[src/rtl/core/ile_pkg.sv]
package ile_pkg;

  // fixed field widths
  localparam int unsigned KIND_W  = 3;
  localparam int unsigned VALUE_W = 32;
  localparam int unsigned POS_W   = 6;
  localparam int unsigned FOUND_W = 6;
  localparam int unsigned COUNT_W = 7;

  // request kinds
  localparam logic [KIND_W-1:0] KIND_APPEND        = 3'd0;
  localparam logic [KIND_W-1:0] KIND_CLEAR         = 3'd1;
  localparam logic [KIND_W-1:0] KIND_FIND          = 3'd2;
  localparam logic [KIND_W-1:0] KIND_FAST_REMOVE   = 3'd3;
  localparam logic [KIND_W-1:0] KIND_STABLE_REMOVE = 3'd4;

  typedef enum logic [3:0] {
    ST_IDLE,
    ST_DISPATCH,
    ST_FIND_CHK,
    ST_FIND_CMP,
    ST_FR_WR,
    ST_SR_CHK,
    ST_SR_WR,
    ST_RESP
  } state_t;

  // read address source
  typedef enum logic {
    RD_IDX,
    RD_LAST
  } rd_sel_t;

  // write address and data source
  typedef enum logic [1:0] {
    WR_APPEND,
    WR_FAST,
    WR_STABLE
  } wr_sel_t;

  typedef struct packed {
    logic    latch;
    logic    cnt_clr;
    logic    cnt_inc;
    logic    cnt_dec;
    logic    idx_zero;
    logic    idx_pos1;
    logic    idx_inc;
    logic    rd_en;
    rd_sel_t rd_sel;
    logic    wr_en;
    wr_sel_t wr_sel;
    logic    res_load;
    logic    res_ok;
    logic    res_found;
  } ctrl_cmd_t;

  typedef struct packed {
    logic [KIND_W-1:0] kind;
    logic              room;
    logic              pos_ok;
    logic              idx_lt_fill;
    logic              match;
  } dp_status_t;

endpackage

[src/rtl/core/ile_ctrl.sv]
module ile_ctrl (
  input  logic               clk,
  input  logic               rst_n,
  input  logic               start,
  input  ile_pkg::dp_status_t sts,
  output ile_pkg::ctrl_cmd_t  cmd,
  output logic               busy,
  output logic               res_strobe
);

  ile_pkg::state_t state_r, state_nxt;

  always_ff @(posedge clk) begin
    if (!rst_n) begin
      state_r <= ile_pkg::ST_IDLE;
    end else begin
      state_r <= state_nxt;
    end
  end

  // next state
  always_comb begin
    state_nxt = state_r;
    unique case (state_r)
      ile_pkg::ST_IDLE: begin
        if (start) state_nxt = ile_pkg::ST_DISPATCH;
      end
      ile_pkg::ST_DISPATCH: begin
        unique case (sts.kind)
          ile_pkg::KIND_FIND: state_nxt = ile_pkg::ST_FIND_CHK;
          ile_pkg::KIND_FAST_REMOVE: begin
            state_nxt = sts.pos_ok ? ile_pkg::ST_FR_WR : ile_pkg::ST_RESP;
          end
          ile_pkg::KIND_STABLE_REMOVE: begin
            state_nxt = sts.pos_ok ? ile_pkg::ST_SR_CHK : ile_pkg::ST_RESP;
          end
          default: state_nxt = ile_pkg::ST_RESP;
        endcase
      end
      ile_pkg::ST_FIND_CHK: begin
        state_nxt = sts.idx_lt_fill ? ile_pkg::ST_FIND_CMP : ile_pkg::ST_RESP;
      end
      ile_pkg::ST_FIND_CMP: begin
        state_nxt = sts.match ? ile_pkg::ST_RESP : ile_pkg::ST_FIND_CHK;
      end
      ile_pkg::ST_FR_WR: state_nxt = ile_pkg::ST_RESP;
      ile_pkg::ST_SR_CHK: begin
        state_nxt = sts.idx_lt_fill ? ile_pkg::ST_SR_WR : ile_pkg::ST_RESP;
      end
      ile_pkg::ST_SR_WR: state_nxt = ile_pkg::ST_SR_CHK;
      ile_pkg::ST_RESP:  state_nxt = ile_pkg::ST_IDLE;
      default:           state_nxt = ile_pkg::ST_IDLE;
    endcase
  end

  // datapath commands
  always_comb begin
    cmd        = '0;
    cmd.rd_sel = ile_pkg::RD_IDX;
    cmd.wr_sel = ile_pkg::WR_APPEND;
    unique case (state_r)
      ile_pkg::ST_IDLE: begin
        cmd.latch = start;
      end
      ile_pkg::ST_DISPATCH: begin
        cmd.res_load = 1'b1;
        unique case (sts.kind)
          ile_pkg::KIND_APPEND: begin
            cmd.wr_en   = sts.room;
            cmd.wr_sel  = ile_pkg::WR_APPEND;
            cmd.cnt_inc = sts.room;
            cmd.res_ok  = sts.room;
          end
          ile_pkg::KIND_CLEAR: begin
            cmd.cnt_clr = 1'b1;
            cmd.res_ok  = 1'b1;
          end
          ile_pkg::KIND_FIND: begin
            cmd.idx_zero = 1'b1;
          end
          ile_pkg::KIND_FAST_REMOVE: begin
            cmd.rd_en  = sts.pos_ok;
            cmd.rd_sel = ile_pkg::RD_LAST;
          end
          ile_pkg::KIND_STABLE_REMOVE: begin
            cmd.idx_pos1 = sts.pos_ok;
          end
          default: begin
            cmd.res_ok = 1'b0;
          end
        endcase
      end
      ile_pkg::ST_FIND_CHK: begin
        cmd.rd_en  = sts.idx_lt_fill;
        cmd.rd_sel = ile_pkg::RD_IDX;
      end
      ile_pkg::ST_FIND_CMP: begin
        cmd.res_load  = sts.match;
        cmd.res_ok    = sts.match;
        cmd.res_found = sts.match;
        cmd.idx_inc   = !sts.match;
      end
      ile_pkg::ST_FR_WR: begin
        cmd.wr_en    = 1'b1;
        cmd.wr_sel   = ile_pkg::WR_FAST;
        cmd.cnt_dec  = 1'b1;
        cmd.res_load = 1'b1;
        cmd.res_ok   = 1'b1;
      end
      ile_pkg::ST_SR_CHK: begin
        cmd.rd_en    = sts.idx_lt_fill;
        cmd.rd_sel   = ile_pkg::RD_IDX;
        cmd.cnt_dec  = !sts.idx_lt_fill;
        cmd.res_load = !sts.idx_lt_fill;
        cmd.res_ok   = !sts.idx_lt_fill;
      end
      ile_pkg::ST_SR_WR: begin
        cmd.wr_en   = 1'b1;
        cmd.wr_sel  = ile_pkg::WR_STABLE;
        cmd.idx_inc = 1'b1;
      end
      ile_pkg::ST_RESP: begin
        cmd.latch = 1'b0;
      end
      default: begin
        cmd.latch = 1'b0;
      end
    endcase
  end

  assign busy       = (state_r != ile_pkg::ST_IDLE);
  assign res_strobe = (state_r == ile_pkg::ST_RESP);

endmodule

[src/rtl/core/ile_dp.sv]
module ile_dp #(
  parameter int unsigned CAPACITY = 64
) (
  input  logic                                clk,
  input  logic                                rst_n,
  input  ile_pkg::ctrl_cmd_t                  cmd,
  input  logic [ile_pkg::KIND_W-1:0]          kind,
  input  logic signed [ile_pkg::VALUE_W-1:0]  value,
  input  logic [ile_pkg::POS_W-1:0]           position,
  output ile_pkg::dp_status_t                 sts,
  output logic                                res_ok,
  output logic [ile_pkg::FOUND_W-1:0]         res_found_at,
  output logic [ile_pkg::COUNT_W-1:0]         res_count
);

  localparam int unsigned AW = (CAPACITY > 1) ? $clog2(CAPACITY) : 1;
  localparam int unsigned CW = $clog2(CAPACITY + 1);
  localparam int unsigned EW = (CW > ile_pkg::POS_W) ? CW : ile_pkg::POS_W;

  logic signed [ile_pkg::VALUE_W-1:0] entries_r [CAPACITY];
  logic signed [ile_pkg::VALUE_W-1:0] rdata_r;

  logic [ile_pkg::KIND_W-1:0]          kind_r;
  logic signed [ile_pkg::VALUE_W-1:0]  value_r;
  logic [ile_pkg::POS_W-1:0]           pos_r;
  logic [CW-1:0]                       fill_r, fill_nxt;
  logic [CW-1:0]                       idx_r, idx_nxt;
  logic                                ok_r;
  logic [ile_pkg::FOUND_W-1:0]         found_r;

  logic [EW-1:0]                       pos_ext;
  logic [CW-1:0]                       fill_m1;
  logic [CW-1:0]                       idx_m1;
  logic [AW-1:0]                       raddr;
  logic [AW-1:0]                       waddr;
  logic signed [ile_pkg::VALUE_W-1:0]  wdata;

  assign pos_ext = EW'(pos_r);
  assign fill_m1 = fill_r - CW'(1);
  assign idx_m1  = idx_r - CW'(1);

  // request registers
  always_ff @(posedge clk) begin
    if (cmd.latch) begin
      kind_r  <= kind;
      value_r <= value;
      pos_r   <= position;
    end
  end

  // fill count
  always_comb begin
    priority if (cmd.cnt_clr) fill_nxt = '0;
    else if (cmd.cnt_inc)     fill_nxt = fill_r + CW'(1);
    else if (cmd.cnt_dec)     fill_nxt = fill_m1;
    else                      fill_nxt = fill_r;
  end

  always_ff @(posedge clk) begin
    if (!rst_n) begin
      fill_r <= '0;
    end else begin
      fill_r <= fill_nxt;
    end
  end

  // scan index
  always_comb begin
    priority if (cmd.idx_zero) idx_nxt = '0;
    else if (cmd.idx_pos1)     idx_nxt = CW'(pos_ext + EW'(1));
    else if (cmd.idx_inc)      idx_nxt = idx_r + CW'(1);
    else                       idx_nxt = idx_r;
  end

  always_ff @(posedge clk) begin
    idx_r <= idx_nxt;
  end

  // entry memory, one write and one registered read per cycle
  always_comb begin
    unique case (cmd.rd_sel)
      ile_pkg::RD_LAST: raddr = fill_m1[AW-1:0];
      default:          raddr = idx_r[AW-1:0];
    endcase
  end

  always_comb begin
    unique case (cmd.wr_sel)
      ile_pkg::WR_FAST: begin
        waddr = pos_ext[AW-1:0];
        wdata = rdata_r;
      end
      ile_pkg::WR_STABLE: begin
        waddr = idx_m1[AW-1:0];
        wdata = rdata_r;
      end
      default: begin
        waddr = fill_r[AW-1:0];
        wdata = value_r;
      end
    endcase
  end

  always_ff @(posedge clk) begin
    if (cmd.wr_en) entries_r[waddr] <= wdata;
    if (cmd.rd_en) rdata_r <= entries_r[raddr];
  end

  // result registers
  always_ff @(posedge clk) begin
    if (cmd.res_load) begin
      ok_r    <= cmd.res_ok;
      found_r <= cmd.res_found ? ile_pkg::FOUND_W'(idx_r) : '0;
    end
  end

  assign sts.kind        = kind_r;
  assign sts.room        = (fill_r < CW'(CAPACITY));
  assign sts.pos_ok      = (pos_ext < EW'(fill_r));
  assign sts.idx_lt_fill = (idx_r < fill_r);
  assign sts.match       = (rdata_r == value_r);

  assign res_ok       = ok_r;
  assign res_found_at = found_r;
  assign res_count    = ile_pkg::COUNT_W'(fill_r);

endmodule

[src/rtl/core/integer_list_engine_top.sv]
// channel   | ports                                      | handshake
// ----------+--------------------------------------------+---------------------------------
// request   | start, busy, in_kind, in_value, in_position | taken when start high, busy low
// result    | out_valid, out_ok, out_found_at, out_count | one-cycle strobe, never held off
//
// item sequence: append, clear, unused kinds and failed removals go from dispatch straight
// to the result; fast remove reads the last entry, then writes it over the removed position;
// find and stable remove walk the entries, each entry costing a read of the registered entry
// memory, then a compare (find) or a write (stable remove)
// reset: synchronous, active low; clears the fill count and the controller, not the entries
// busy stays high from accept through the result strobe; results cannot stall
module integer_list_engine_top #(
  parameter int unsigned CAPACITY = 64
) (
  input  logic                                clk,
  input  logic                                rst_n,
  // request item
  input  logic                                start,
  output logic                                busy,
  input  logic [ile_pkg::KIND_W-1:0]          in_kind,
  input  logic signed [ile_pkg::VALUE_W-1:0]  in_value,
  input  logic [ile_pkg::POS_W-1:0]           in_position,
  // result item
  output logic                                out_valid,
  output logic                                out_ok,
  output logic [ile_pkg::FOUND_W-1:0]         out_found_at,
  output logic [ile_pkg::COUNT_W-1:0]         out_count
);

  // command and status between controller and datapath
  ile_pkg::ctrl_cmd_t  cmd;
  ile_pkg::dp_status_t sts;

  // sequencer: one item in flight at a time
  ile_ctrl u_ctrl (
    .clk        (clk),
    .rst_n      (rst_n),
    .start      (start),
    .sts        (sts),
    .cmd        (cmd),
    .busy       (busy),
    .res_strobe (out_valid)
  );

  // entry memory, fill count, scan index and result registers
  ile_dp #(
    .CAPACITY (CAPACITY)
  ) u_dp (
    .clk          (clk),
    .rst_n        (rst_n),
    .cmd          (cmd),
    .kind         (in_kind),
    .value        (in_value),
    .position     (in_position),
    .sts          (sts),
    .res_ok       (out_ok),
    .res_found_at (out_found_at),
    .res_count    (out_count)
  );

  // an accepted item makes the block busy on the next cycle
  a_accept_busy : assert property (@(posedge clk) disable iff (!rst_n)
    (start && !busy) |=> busy)
    else $error("accepted item did not raise busy");

  // each item gives a single strobe, then the block returns to idle
  a_single_strobe : assert property (@(posedge clk) disable iff (!rst_n)
    out_valid |=> (!out_valid && !busy))
    else $error("result strobe lasted more than one cycle");

  // a miss or failure never reports a position
  a_found_zero : assert property (@(posedge clk) disable iff (!rst_n)
    (out_valid && !out_ok) |-> (out_found_at == '0))
    else $error("found_at nonzero on failed result");

  // the count only moves while an item is being worked on
  a_count_idle : assert property (@(posedge clk) disable iff (!rst_n)
    !busy |=> $stable(out_count))
    else $error("count changed while idle");

endmodule
[config.mk]
export PLATFORM = sky130hd
export DESIGN_NAME = integer_list_engine_top
export DESIGN_NICKNAME = d
export VERILOG_FILES = /design/src/rtl/core/ile_pkg.sv /design/src/rtl/core/ile_ctrl.sv /design/src/rtl/core/ile_dp.sv /design/src/rtl/core/integer_list_engine_top.sv
export SDC_FILE = /design/constraint.sdc
export NUM_CORES = 2
export LEC_CHECK = 0
export BUFFER_PORTS_ARGS = -buffer_cell sky130_fd_sc_hd__buf_2
export CAP_MARGIN = 25
export CELL_PAD_IN_SITES_DETAIL_PLACEMENT = 1
export CELL_PAD_IN_SITES_GLOBAL_PLACEMENT = 1
export CORE_MARGIN = 4
export CORE_UTILIZATION = 56
export CTS_BUF_LIST = sky130_fd_sc_hd__clkbuf_4 sky130_fd_sc_hd__clkbuf_8
export DETAILED_ROUTE_END_ITERATION = 7
export PLACE_DENSITY_LB_ADDON = 0.1
export REMOVE_ABC_BUFFERS = 1
export SETUP_SLACK_MARGIN = 0.1
export SLEW_MARGIN = 20
export SYNTH_ARGS = -nofsm -noshare
export SYNTH_HDL_FRONTEND = slang
export SYNTH_SLANG_ARGS = --single-unit
export TNS_END_PERCENT = 50
[constraint.sdc]
create_clock -name clk -period 8.7 [get_ports clk]
set_input_delay 0 -clock clk [delete_from_list [all_inputs] [get_ports clk]]
set_output_delay 0 -clock clk [all_outputs]
set_load 0.05 [all_outputs]
* Word level (Yosys, flattened, before mapping)
Memories as Yosys holds them, arrays and structs flattened. A register that Yosys moved wholly into a read port is not among the register bits.
Cells that the tools add are included.
W data, S select, Z words.
** Cells by class
- Add/sub/neg operators :: 5
- Magnitude comparators :: 3
- Equality and inequality tests :: 15
- Mux-type cells :: 33
- Bitwise logic cells :: 1
- Reduce and logical (&&, ||, !) cells :: 10
** Operator list (number)
- $eq A32 B32 Y1 :: 1
- $mux W32 :: 1
- $mux W7 :: 4
- $pmux W4 S7 :: 1
- $eq A4 B3 Y1 const B :: 4
- $add A7 B1 Y7 const B :: 2
- $pmux W4 S3 :: 1
- $pmux W6 S2 :: 1
- $mux W2 :: 5
- $mux W1 :: 9
- $mux W3 :: 3
- $pmux W3 S3 :: 1
- $eq A4 B2 Y1 const B :: 2
- $pmux W2 S4 :: 1
- $add A6 B1 Y7 const B :: 1
- $lt A6 B7 Y1 :: 1
- $lt A7 B7 Y1 :: 1
- $lt A7 B7 Y1 const B :: 1
- $sub A7 B1 Y7 const B :: 1
- $eq A3 B2 Y1 const B :: 2
- $mux W6 :: 1
- $pmux W1 S2 :: 3
- $reduce_or A2 Y1 :: 3
- $sub A6 B1 Y6 const B :: 1
- 14 further kinds :: 16
** Storage, ports and cells
- Register bits :: 66
- Memory bits (writable) :: 2048
- Bits of input ports :: 44
- Memories kept :: 1
** Memories
- u_dp.entries_r :: words 64, bits a word 32, read ports 1, clocked after memory_dff 1, wr ports 1, RTL line ile_dp.sv:20 : logic signed [ile_pkg::VALUE_W-1:0] entries_r [CAPACITY];

* Depth between registers and ports, before layout
- Depth in word-level cells :: 6
- Mapped depth :: 14
- Depth with buffers taken out :: 14

* Modules after synthesis
From an unflattened synthesis, not the netlist that was laid out.
** Second synthesis, totals
- Cells, all modules :: 7081
- Area, all modules :: 91844.3 µm²
** By module, submodules not included
- ile_dp :: times used 1, cells an instance 7022, area an instance 91470.2 µm², seq. area each 64181.6 µm²
- ile_ctrl :: times used 1, cells an instance 59, area an instance 374.1 µm², seq. area each 60.1 µm²

* Worst setup path before layout
No wires, ideal clock.
- Kind :: reg2reg
- Start :: register u_ctrl.state_r[2]
- End :: memory u_dp.entries_r[14][0] (netlist bit) (enable)
- Setup time :: 421 ps
- Arrival :: 3752 ps
- Required time :: 8279 ps
- Path slack :: 4527 ps
- Stages on the path, launching flop included :: 10
- Buffers on the path :: 2
- Cells stage by stage :: dfxtp_1 -> buf_2 -> or3b_1 -> buf_2 -> or3_1 -> nor3_1 -> nor2_1 -> nor2b_1 -> nand3_1 -> nor2_1
** On the way
- Word-level cells in the longest chain between the ends :: 4
** RTL lines
- start: declaration :: RTL line ile_ctrl.sv:11 : ile_pkg::state_t state_r, state_nxt;
- start signal: assignment :: RTL line ile_ctrl.sv:15 : state_r <= ile_pkg::ST_IDLE;
- start signal: assignment :: RTL line ile_ctrl.sv:17 : state_r <= state_nxt;
- $eq A4 B3 Y1 / $eq A4 B1 Y1 (equally long branches) :: RTL line ile_ctrl.sv:61 : unique case (state_r)
- $pmux W3 S3 * :: RTL line ile_ctrl.sv:61
- $eq A2 B2 Y1 (tied with other cells) :: RTL line ile_dp.sv:88 : unique case (cmd.wr_sel)
- $pmux W6 S2 / $mux W1 (equally long branches) :: RTL line ile_dp.sv:88, ile_dp.sv:105
- end: declaration :: RTL line ile_dp.sv:20
Mark *: on every way between the ends. The rest lies on a longest branch, timed or not.

* Worst setup path in the final report
- Start :: register u_ctrl.state_r[0]
- End :: register u_dp.rdata_r[4] (netlist bit), read port of u_dp.entries_r, data pin
** On the way
- Word-level cells in the longest chain between the ends :: 4
** RTL lines
- $eq A4 B2 Y1 / $eq A4 B3 Y1 (equally long branches) :: RTL line ile_ctrl.sv:61
- $reduce_or A2 Y1 (no source line)
- $pmux W2 S2 * :: RTL line ile_ctrl.sv:61
- $mux W6 :: RTL line ile_dp.sv:81 : unique case (cmd.rd_sel)
- end: declaration :: RTL line ile_dp.sv:21 : logic signed [ile_pkg::VALUE_W-1:0] rdata_r;
Marks and branches as above.
A chain may end at the register's enable or synchronous reset.

==> reports/qor.txt <==
Vias per std cell -> 6.678
Drt wl/cell -> 33.67 microns
CP endpoint kind -> flip-flop
Cts bufs inserted -> 360
Yosys top cell by area -> edfxtp_1
First-pass GRT wire length -> 374.4 mm
Worst path slowest cell -> o41ai_1
Seq/Total Area, Yosys -> 76.46%
CP top delay family -> compound AO/OA/AOI/OAI gates
Switching part of the total power -> 36.97%
Fin. max-slew vios -> 0
Antenna violations before repair -> 9
Drt drc -> 0
Clk_lat worst skew -> 1.01 ns
CTS H-tree depth -> 5
Pwr Density -> 341.1 nW/um^2
GPL Wtd Cong -> 0.8347
Critical Path RT -> 9.37 ns
Netlist cell types -> 57
Avg Inst Size Synth -> 16.39 sq um
Post-synth ARST share -> 0%
Hold_buf cts -> 86
Share of cells above drive strength 1 -> 15.90%
Routed WL -> 259.3 mm
Int Pwr -> 20430 uW
Main synth FF type -> edfxtp_1
Cells resized by post-CTS repair -> 0
Worst VDD drop -> 0.4136 mV
Fill cell count -> 12.93k
Largest cells by area after synthesis -> edfxtp_1 76%, mux2i_1 6.1%, a221oi_1 5.4%
Tmin final -> 5.324 ns
Gr usage total -> 32.89%
Max-slew headroom -> 19.73%
Area fraction of the dominant cell type after synthesis -> 76.05%
Area delta synth->final -> 13.11%
HP Class -> in2reg
DPL Wire Length -> 133.9 mm
Synth Register Bits -> 2145
Post-route total power -> 32420 uW
Count of flip-flops with a built-in enable after synthesis -> 2128
Critical path startpoint category -> flip-flop
Crit path buf inv count -> 2
Number of global-route vias before repair -> 53.58k
Clk pin slew, worst setup/hold paths -> 0.07 ns
Post-layout net count -> 5504
Max FO, Critical Path -> 152
Setup Buffers After CTS -> 0
Sequential share of power -> 40.8%
Comb pwr share -> 33.0%
CTS tree -> done
Slowest cell delay on critical path -> 0.91 ns
Remaining global-route overflow -> 0
Final period utilization -> 61.20%
Final hold vios -> 0
Worst-Margin Slew -> 1.188 ns
PortBufs -> 59
Pleak -> 0.03120 uW
Post-Syn Instances -> 5127
Place WS -> 3.529 ns
Synth warn -> 0
Root Driver -> clkbuf_8
Core area -> 148400 sq um
Crit-path cells -> or3b_1 > or3_4 > a21oi_4 > buf_12 > buf_4 > a221oi_1 > o41ai_1 > o2111ai_1
Sw Pwr -> 11980 uW
Via count -> 51.42k
Final Util -> 64.06%
Setup ws final -> 3.376 ns
Status -> completed
Unrepaired setup endpoints after global routing -> no
Cell Area, Synth -> 84020 sq um
Initial core utilization -> 56.63%
Setup violations, final -> 0
Worst Setup Path Type -> reg2reg
Largest net degree at the start of global routing -> 170
Rows -> 141
Antenna Violating Nets Remaining -> 0
TritonRoute pass-1 iters -> 6
Die Area -> 156300 sq um
Setup Skew -> 0.05713 ns
Max cap viols -> 0
FMAX -> 0.1878 GHz
Detailed Route Iter0 Violations -> 6423
Clk sink count -> 2145
Clk pwr share -> 26.2%
Die Y -> 395.4 microns
CP arrival -> 6.00 ns
Die width -> 395.4 microns
Max Root-Sink Buffers -> 4
IO Pins -> 60
## tightest hold or removal path: stages
cell and delay [ns]:
dlygate4sd3_1 0.51, buf_2 0.10, dlygate4sd3_1 0.54
## layer usage
metal  GRT usage [%]  part of all wire, %  vias to the layer above
met2           52.75                   48                     2679
met5               0               0.0050                        -
met4           15.20                  4.8                        2
met1           44.22                   39                    26780
li1                -                    -                    21340
met3           6.089                  8.4                      621
## kinds of logic after synthesis
family | count (synthesis) | share of synthesized area, %
AND/OR/NAND/NOR | 751 | 3.697
buffers and inverters | 392 | 2.183
adder cells (fa/ha/maj) | 17 | 0.2531
AO/OA/AOI/OAI | 1224 | 10.31
XOR/XNOR | 51 | 0.5316
multiplexers | 547 | 6.567
flip-flops | 2145 | 76.46
## cells in the final DEF, fill, tap and decap left out, drive strengths merged, types with 3 or more instances in the layout
master and count:
ha 17, mux2i 513, bufinv 6, a31oi 8, nand4 11, nand3 15
o41ai 96, diode 5, or3 5, a21oi 529, nor4 34, a221oi 515
dfxtp 17, o21ai 14, and3 4, a32oi 3, nand2b 9, a211oi 3
nor2 98, a22oi 4, a21o 3, clkbuf 480, nor2b 7, dlygate4sd3 86
buf 238, edfxtp 2128, and2 10, clkinv 122, inv 22, mux2 34
nor3 10, o21a 3, xor2 3, xnor2 48, nand2 537, clkinvlp 4
o2111ai 33
## power groups by stage
stage               clock network, uW  registers (uW)  logic [uW]
floorplan                           0           13400        7840
global placement                    0           13400        9990
detailed placement                  0           13400       10500
CTS                              8560           13200       10500
global route                     9100           13200       11300
finish                           8490           13200       10700
## flip-flops by register name (all words and copies together), names as in the netlist
signal	cells
u_dp.idx_r	7
u_dp.value_r	32
u_dp.res_count	7
u_dp.pos_r	6
u_dp.res_ok	1
u_dp.entries_r	2048
u_ctrl.state_r	3
u_dp.res_found_at	6
u_dp.rdata_r	32
u_dp.kind_r	3
## per-stage QoR
step           std cells  setup TNS, ns  hold WS, ns  instance area, sq um
6_report            7700              0       0.2657                 95040
5_1_grt             7696              0       0.2350                 95030
4_1_cts             7691              0       0.1551                 95000
3_5_place_dp        6993              0       0.1785                 87530
3_3_place_gp        6984              0       0.1780                 87310
2_1_floorplan       4755       -1427.12      0.09887                 82270
## path summary, 6_finish.rpt
path | from | end | slack (ns) | cells after the start
worst max-delay path | u_ctrl.state_r[0] | u_dp.rdata_r[4] | 3.38 | 8
worst max register to register | u_ctrl.state_r[0] | u_dp.rdata_r[4] | 3.38 | 8
worst min register to register | u_ctrl.state_r[0] | u_ctrl.state_r[0] | 0.59 | 1
worst min-delay path | in_value[26] | u_dp.value_r[26] | 0.27 | 3
## cell type report
cell class / instances / area [sq um] / area share [%]
sequential: 2145 / 64240 / 67.59
multi-input combinational: 2590 / 18720 / 19.70
clock buffer: 478 / 5878 / 6.185
timing repair buffer: 326 / 2875 / 3.025
tap: 2002 / 2505 / 2.636
clock inverter: 134 / 729.5 / 0.7675
inverter: 20 / 75.07 / 0.07899
antenna: 5 / 12.51 / 0.01316
## cells in the mapped netlist (11+ instances only)
cell type  count
nor4_1        34
buf_2        149
nand3_1       15
o2111ai_1     33
edfxtp_1    2128
xnor2_1       48
mux2_2        34
nor2_1        98
inv_1         20
a221oi_1     515
clkbuf_1     166
o21ai_0       13
o41ai_1       94
nand2_1      537
buf_4         33
nand4_1       11
a21oi_1      528
buf_1         17
dfxtp_1       17
ha_1          17
mux2i_1      513
(Power assumes the default switching activity.)
